$ cat config.mk
export PLATFORM = sky130hd
export DESIGN_NAME = dsu_ctrl
export DESIGN_NICKNAME = d
export VERILOG_FILES = /design/src/hw/rtl/dsu_pkg.sv /design/src/hw/rtl/dsu_ctrl.sv
export SDC_FILE = /design/constraint.sdc
export NUM_CORES = 1
export LEC_CHECK = 0
export BUFFER_PORTS_ARGS = -buffer_cell sky130_fd_sc_hd__buf_2
export CAP_MARGIN = 20
export CORE_AREA = 2 2 39 41
export DETAILED_ROUTE_END_ITERATION = 16
export DIE_AREA = 0 0 41 43
export GPL_ROUTABILITY_DRIVEN = 0
export REMOVE_ABC_BUFFERS = 1
export SYNTH_ARGS = -nofsm -noshare
export SYNTH_HDL_FRONTEND = slang
export SYNTH_SLANG_ARGS = --single-unit
$ cat constraint.sdc
create_clock -name i_clk -period 4.38 [get_ports i_clk]
set_input_delay 0.219 -clock i_clk [delete_from_list [all_inputs] [get_ports i_clk]]
set_output_delay 0.219 -clock i_clk [all_outputs]
set_load 0.005 [all_outputs]
$ cat src/hw/rtl/dsu_pkg.sv
// Shared types and constants for the disjoint-set union engine.
// Used by dsu_ctrl, dsu_datapath and the top level; no dependencies.
package dsu_pkg;

    localparam int MAX_ELEMS = 1024;
    localparam int IDX_W     = $clog2(MAX_ELEMS);
    localparam int CNT_W     = $clog2(MAX_ELEMS + 1);
    localparam int RANK_W    = 4;
    localparam logic [RANK_W-1:0] RANK_MAX = '1;

    // Request kinds
    localparam logic [1:0] KIND_MERGE = 2'd0;
    localparam logic [1:0] KIND_SAME  = 2'd1;
    localparam logic [1:0] KIND_SIZE  = 2'd2;
    localparam logic [1:0] KIND_FIND  = 2'd3;

    // Datapath commands, one per cycle
    typedef enum logic [3:0] {
        DP_NOP,
        DP_CLEAR,
        DP_LATCH,
        DP_BAD,
        DP_SRC_A,
        DP_FIND_RD,
        DP_FIND_STEP,
        DP_ROOT_SET,
        DP_COMP_RD,
        DP_COMP_WR,
        DP_SRC_B,
        DP_SAVE_X,
        DP_RD_X,
        DP_RD_Y,
        DP_FINISH
    } t_dp_op;

    // Datapath status back to the controller
    typedef struct packed {
        logic clr_last;
        logic bad;
        logic uses_b;
        logic link_self;
        logic at_root;
    } t_dp_stat;

endpackage

$ cat src/hw/rtl/dsu_ctrl.sv
// Controller: sequences clearing, root search, path rewrite and merge.
// Depends on dsu_pkg; commands dsu_datapath.
module dsu_ctrl (
    input  logic               i_clk,
    input  logic               i_rst_n,
    input  logic               start,
    output logic               busy,
    output dsu_pkg::t_dp_op    o_op,
    input  dsu_pkg::t_dp_stat  i_stat
);

    typedef enum logic [3:0] {
        S_CLEAR, S_IDLE, S_CHECK, S_FRD, S_FCHK, S_CRD, S_CWR, S_RDX, S_RDY, S_FIN
    } t_state;

    t_state r_state, n_state;
    logic   r_busy, r_phase_b;

    // Pick command and next state
    always_comb begin
        o_op    = dsu_pkg::DP_NOP;
        n_state = r_state;
        unique case (r_state)
            S_CLEAR: begin
                o_op = dsu_pkg::DP_CLEAR;
                if (i_stat.clr_last) n_state = S_IDLE;
            end
            S_IDLE: begin
                if (start) begin
                    o_op    = dsu_pkg::DP_LATCH;
                    n_state = S_CHECK;
                end
            end
            S_CHECK: begin
                if (i_stat.bad) begin
                    o_op    = dsu_pkg::DP_BAD;
                    n_state = S_IDLE;
                end else begin
                    o_op    = dsu_pkg::DP_SRC_A;
                    n_state = S_FRD;
                end
            end
            S_FRD: begin
                o_op    = dsu_pkg::DP_FIND_RD;
                n_state = S_FCHK;
            end
            S_FCHK: begin
                if (i_stat.link_self) begin
                    o_op    = dsu_pkg::DP_ROOT_SET;
                    n_state = S_CRD;
                end else begin
                    o_op    = dsu_pkg::DP_FIND_STEP;
                    n_state = S_FRD;
                end
            end
            S_CRD: begin
                priority if (!i_stat.at_root) begin
                    o_op    = dsu_pkg::DP_COMP_RD;
                    n_state = S_CWR;
                end else if (r_phase_b) begin
                    n_state = S_RDX;
                end else if (i_stat.uses_b) begin
                    o_op    = dsu_pkg::DP_SRC_B;
                    n_state = S_FRD;
                end else begin
                    o_op    = dsu_pkg::DP_SAVE_X;
                    n_state = S_RDX;
                end
            end
            S_CWR: begin
                o_op    = dsu_pkg::DP_COMP_WR;
                n_state = S_CRD;
            end
            S_RDX: begin
                o_op    = dsu_pkg::DP_RD_X;
                n_state = S_RDY;
            end
            S_RDY: begin
                o_op    = dsu_pkg::DP_RD_Y;
                n_state = S_FIN;
            end
            S_FIN: begin
                o_op    = dsu_pkg::DP_FINISH;
                n_state = S_IDLE;
            end
            default: n_state = S_IDLE;
        endcase
    end

    // Hold state, busy and search phase
    always_ff @(posedge i_clk) begin
        if (!i_rst_n) begin
            r_state   <= S_CLEAR;
            r_busy    <= 1'b1;
            r_phase_b <= 1'b0;
        end else begin
            r_state <= n_state;
            r_busy  <= (n_state != S_IDLE);
            if (r_state == S_CHECK) begin
                r_phase_b <= 1'b0;
            end else if (o_op == dsu_pkg::DP_SRC_B) begin
                r_phase_b <= 1'b1;
            end
        end
    end

    assign busy = r_busy;

endmodule

# --- Word level (Yosys, flattened, before mapping) ---
# Index checks and enable logic that the tools add are counted.
totals:
  reg_bits: 6
  in_bits: 8
  output_inout_bits: 5
  wordCells: 32
classes:
  n_eq_ne: 11
  muxes: 15
  bitwise: 1
  n_reduce_logical: 2
op_table:
  columns: ["op", "n"]
  rows:
  - ["$pmux W4 S10", 1]
  - ["$pmux W4 S9", 1]
  - ["$eq A4 B3 Y1 const B", 4]
  - ["$mux W4", 4]
  - ["$mux W3", 5]
  - ["$eq A4 B4 Y1 const B", 3]
  - ["$eq A4 B2 Y1 const B", 2]
  - ["$eq A4 B1 Y1 const B", 1]
  - ["$logic_not A4 Y1", 1]
  - ["$mux W2", 2]
  - ["$ne A4 B1 Y1 const B", 1]
  - ["$mux W1", 2]
  - ["$reduce_or A2 Y1", 1]
  - ["$not A1 Y1", 1]

# --- Longest topological paths before layout ---
depth:
  depth_word: 5
  mapped_depth: 6
  ltp_nobuf: 5

# --- Least setup slack after synthesis ---
# No wires, ideal clock.
synth_path:
  path_kind: "reg-to-reg"
  from: "reg r_state[1]"
  to: "reg r_phase_b"
  setup_time_ns: 0.117
  t_arrival_ns: 1.369
  required_time_ns: 4.263
  path_slack_ns: 2.894
  path_stages_with_launch: 6
  n_path_buf: 0
  period_less_slack_ns: 1.486
  cell_sequence: "dfxtp_1 or4b_1 o21ai_1 o21bai_2 and3b_1 a22o_1"
synth_between:
  elab_chain_cells: 3
  elab_cells_between_ends: 13
  classes_between: "eq/ne: 10; mux: 1; reduce/logical: 2"
synth_rtl:
  columns: ["element", "line_no", "rtl"]
  rows:
  - ["start, declared", "dsu_ctrl.sv:16", "t_state r_state, n_state;"]
  - ["start signal, assigned", "dsu_ctrl.sv:97", "r_state <= n_state;"]
  - ["$eq A4 B4 Y1, or another cell as far along", "dsu_ctrl.sv:23", "unique case (r_state)"]
  - ["$pmux W4 S10 (*)", "dsu_ctrl.sv:23", null]
  - ["net o_op[2]", "dsu_ctrl.sv:8", "output dsu_pkg::t_dp_op o_op,"]
  - ["$eq A4 B4 Y1 (*)", "dsu_ctrl.sv:101", "end else if (o_op == dsu_pkg::DP_SRC_B) begin"]
  - ["end signal, assigned", "dsu_ctrl.sv:95", "r_phase_b <= 1'b0;"]
  - ["end signal, assigned", "dsu_ctrl.sv:100", "r_phase_b <= 1'b0;"]
  - ["end signal, assigned", "dsu_ctrl.sv:102", "r_phase_b <= 1'b1;"]
  - ["end, declared", "dsu_ctrl.sv:17", "logic r_busy, r_phase_b;"]
# Mark *: on every way through the listed nets, which the timed path passes. The rest lies on a longest branch.
# A chain may end at the register's enable or synchronous reset.

# --- Worst setup path after layout ---
layout_path:
  from: "reg r_state[2]"
  to: "out o_op[0]"
layout_between:
  elab_chain_cells: 2
  elab_cells_between_ends: 11
  classes_between: "eq/ne: 9; mux: 1; reduce/logical: 1"
layout_rtl:
  columns: ["element", "line_no"]
  rows:
  - ["$eq A4 B4 Y1, or another cell as far along", "dsu_ctrl.sv:23"]
  - ["$pmux W4 S10 (*)", "dsu_ctrl.sv:23"]
  - ["end, declared", "dsu_ctrl.sv:8"]
# Mark *: on every way between the ends. The rest lies on a longest branch, timed or not.

==> impl_metrics.ini <==
[clock_network]
cts_tree = built
path_clk_slew_ns = 0.05
cts_hold_buf = 0
cts_made_buffers = 3
clock_sinks = 6
clk_latency_ns = 0.24
post-cts-setup-buffer-count = 0
h-tree-depth = 1
root_buffer = clkbuf_4
max-clock-path-buffers = 2
cts_resized = 0

[global_routing]
grt-ovfl-total = 0
grt_max_degree = 18
grtUsageTotal_pct = 15.2
antenna_found_initial = 0
grt_pass1_vias = 455
grt_pass1_wl_mm = 1.89

[worst_setup_path]
cpLargestDelayFamily = flip-flops
startpoint_type = flip-flop
timing.rr.start = r_state[1]
crit_path_end_kind = output pin
rr_worst_depth = 4
cp.required_ns = 4.16
slowest_stage = dfxtp_1
reg2reg_setup_slack_ns = 2.62
criticalPathCategory = reg2out
cp_slowest_stage_delay_ns = 0.57
r2r_end = busy
cp_data_arrival_time_ns = 1.68
worst-path-buf-inv = 1
path_max_fanout = 14
worstPathCellList = nand2b_1 -> o41ai_1 -> o21ai_0 -> nand2_1 -> buf_2

[min_path]
worstHoldStart = i_rst_n
min_path_type = in2reg
worstHoldPathCells = 2
min_to = r_state[2]

[floorplanning]
die-area_um2 = 1760
die_w_um = 41
die_h_um = 43
start_util_pct = 35.2
io_pins = 13
coreArea_um2 = 1380
row_count = 14

[synthesis]
synth_common_cells = nor2_1 (7), dfxtp_1 (6), a21oi_1 (5)
synth_area_leaders = dfxtp_1 (25%), nor2_1 (5.4%), a21oi_1 (5.1%)
yosysWarnings = 0
synth_top_area_share_pct = 24.7
synth_top_area_cell = dfxtp_1
postSynthAreaPerCell_um2 = 7.85
synthFlopType = dfxtp_1
netlist_instances = 62
synth_area_um2 = 487
ys_types = 31
synth-seq-cells = 6
seq_area_frac_synth_pct = 24.7
async_flop_share_pct = 0
synth.most_common_cell = nor2_1
synth_edf_count = 0

[layout]
n_antenna_cell = 0
multi_input_area_um2 = 347
register_area_um2 = 120
drive_above_1_share_pct = 24.3
area_delta_synth_final_pct = 17.0
nets = 84
nFillCells = 159

[power_and_ir_drop]
power_density_nw_per_um2 = 254
peakVddDrop_mv = 0.0560
p_leak_nw = 0.241
total_power_w = 0.000145

[status]
status = finished clean

[detailed_routing]
firstDrtPassIters = 4
drtIter0Drc = 12
antenna_left = 0
post_drt_wl_per_cell_um = 12.4
dr_total_vias = 492
routed_via_density = 5.47
wirelength_mm = 1.11
drc = 0

[timing]
setup_tns_ns = 0
finalSetupViolCount = 0
slew_viol_final = 0
skew_ns = 0.00471
rsz0062_at_grt = no
min_period_ns = 1.90
finalHoldViolCount = 0
fmax_mhz = 526
slew_headroom_pct = 66.2
worst_pin_slew_ns = 0.507
period_share_pct = 43.4

[flow_run]
cap_violations = 0

[placed_design]
place_hpwl_um = 826
numPortBuffers = 12
==> worst max-delay path by stage <==
| stage | from | to | slack, ns | depth (start not counted) |
|---|---|---|---|---|
| global route | r_state[2] | o_op[0] | 2.20 | 5 |
| detailed placement | r_state[1] | busy | 2.63 | 4 |
| floorplan | r_state[2] | r_phase_b | 2.80 | 5 |
| finish | r_state[2] | o_op[0] | 2.48 | 5 |
| CTS | r_state[2] | o_op[0] | 2.48 | 5 |
| global placement | r_state[1] | busy | 2.66 | 4 |
==> layer usage <==
metal / wire [µm] / up-vias / GRT usage [%]
met4: 0 / 0 / 8.00
met3: 24 / 0 / 1.57
met2: 538 / 7 / 23.1
li1: - / 255 / -
met5: 0 / - / 0
met1: 548 / 230 / 19.9
==> worst register-to-register path: stages, from the launching register on <==
cell     delay (ns)
dfxtp_1        0.63
and2b_2        0.30
a21oi_1        0.12
o21ai_1        0.08
or4b_1         0.50
==> kinds of logic after synthesis <==
group	Yosys count	synth area share (%)
buf+inv	3	4.11
simple gates	32	39.6
compound gates	21	31.6
flops	6	24.7
==> registers in the layout (all words and copies together) (netlist names) <==
register and count:
busy 1, r_phase_b 1, r_state 4
==> power breakdown <==
part           internal (W)  switching (W)
sequential        0.0000576     0.00000643
combinational     0.0000160      0.0000146
clock             0.0000309      0.0000191
==> per-stage QoR <==
| stage | util, % | std cells | cell area, µm² | hold WS [ns] | setup slack (ns) |
|---|---|---|---|---|---|
| 2_1_floorplan | - | 59 | 467 | 0.341 | 2.80 |
| 3_3_place_gp | 39.5 | 87 | 547 | 0.493 | 2.66 |
| 3_5_place_dp | 39.5 | 87 | 547 | 0.492 | 2.63 |
| 4_1_cts | 41.1 | 90 | 569 | 0.235 | 2.48 |
| 5_1_grt | 41.1 | 90 | 569 | 0.246 | 2.20 |
| 6_report | 41.1 | 90 | 569 | 0.247 | 2.48 |
==> cell type report <==
class / instances / share of cell area [%]
tap: 16 / 3.52
sequential: 6 / 21.1
timing repair buffer: 12 / 10.5
multi-input combinational: 53 / 60.9
clock buffer: 3 / 3.96
==> placed cells by master (no fill, tap or decap), types with 3 or more instances in the layout <==
| cell type | count |
|---|---|
| nand3b_1 | 3 |
| a21oi_1 | 5 |
| dfxtp_1 | 6 |
| o21ai_1 | 3 |
| and2_1 | 3 |
| clkbuf_4 | 3 |
| nor2_1 | 7 |
| nand2_1 | 3 |
| nand2b_1 | 3 |
| buf_2 | 12 |
No activity file was read; power rests on OpenSTA's default activity.
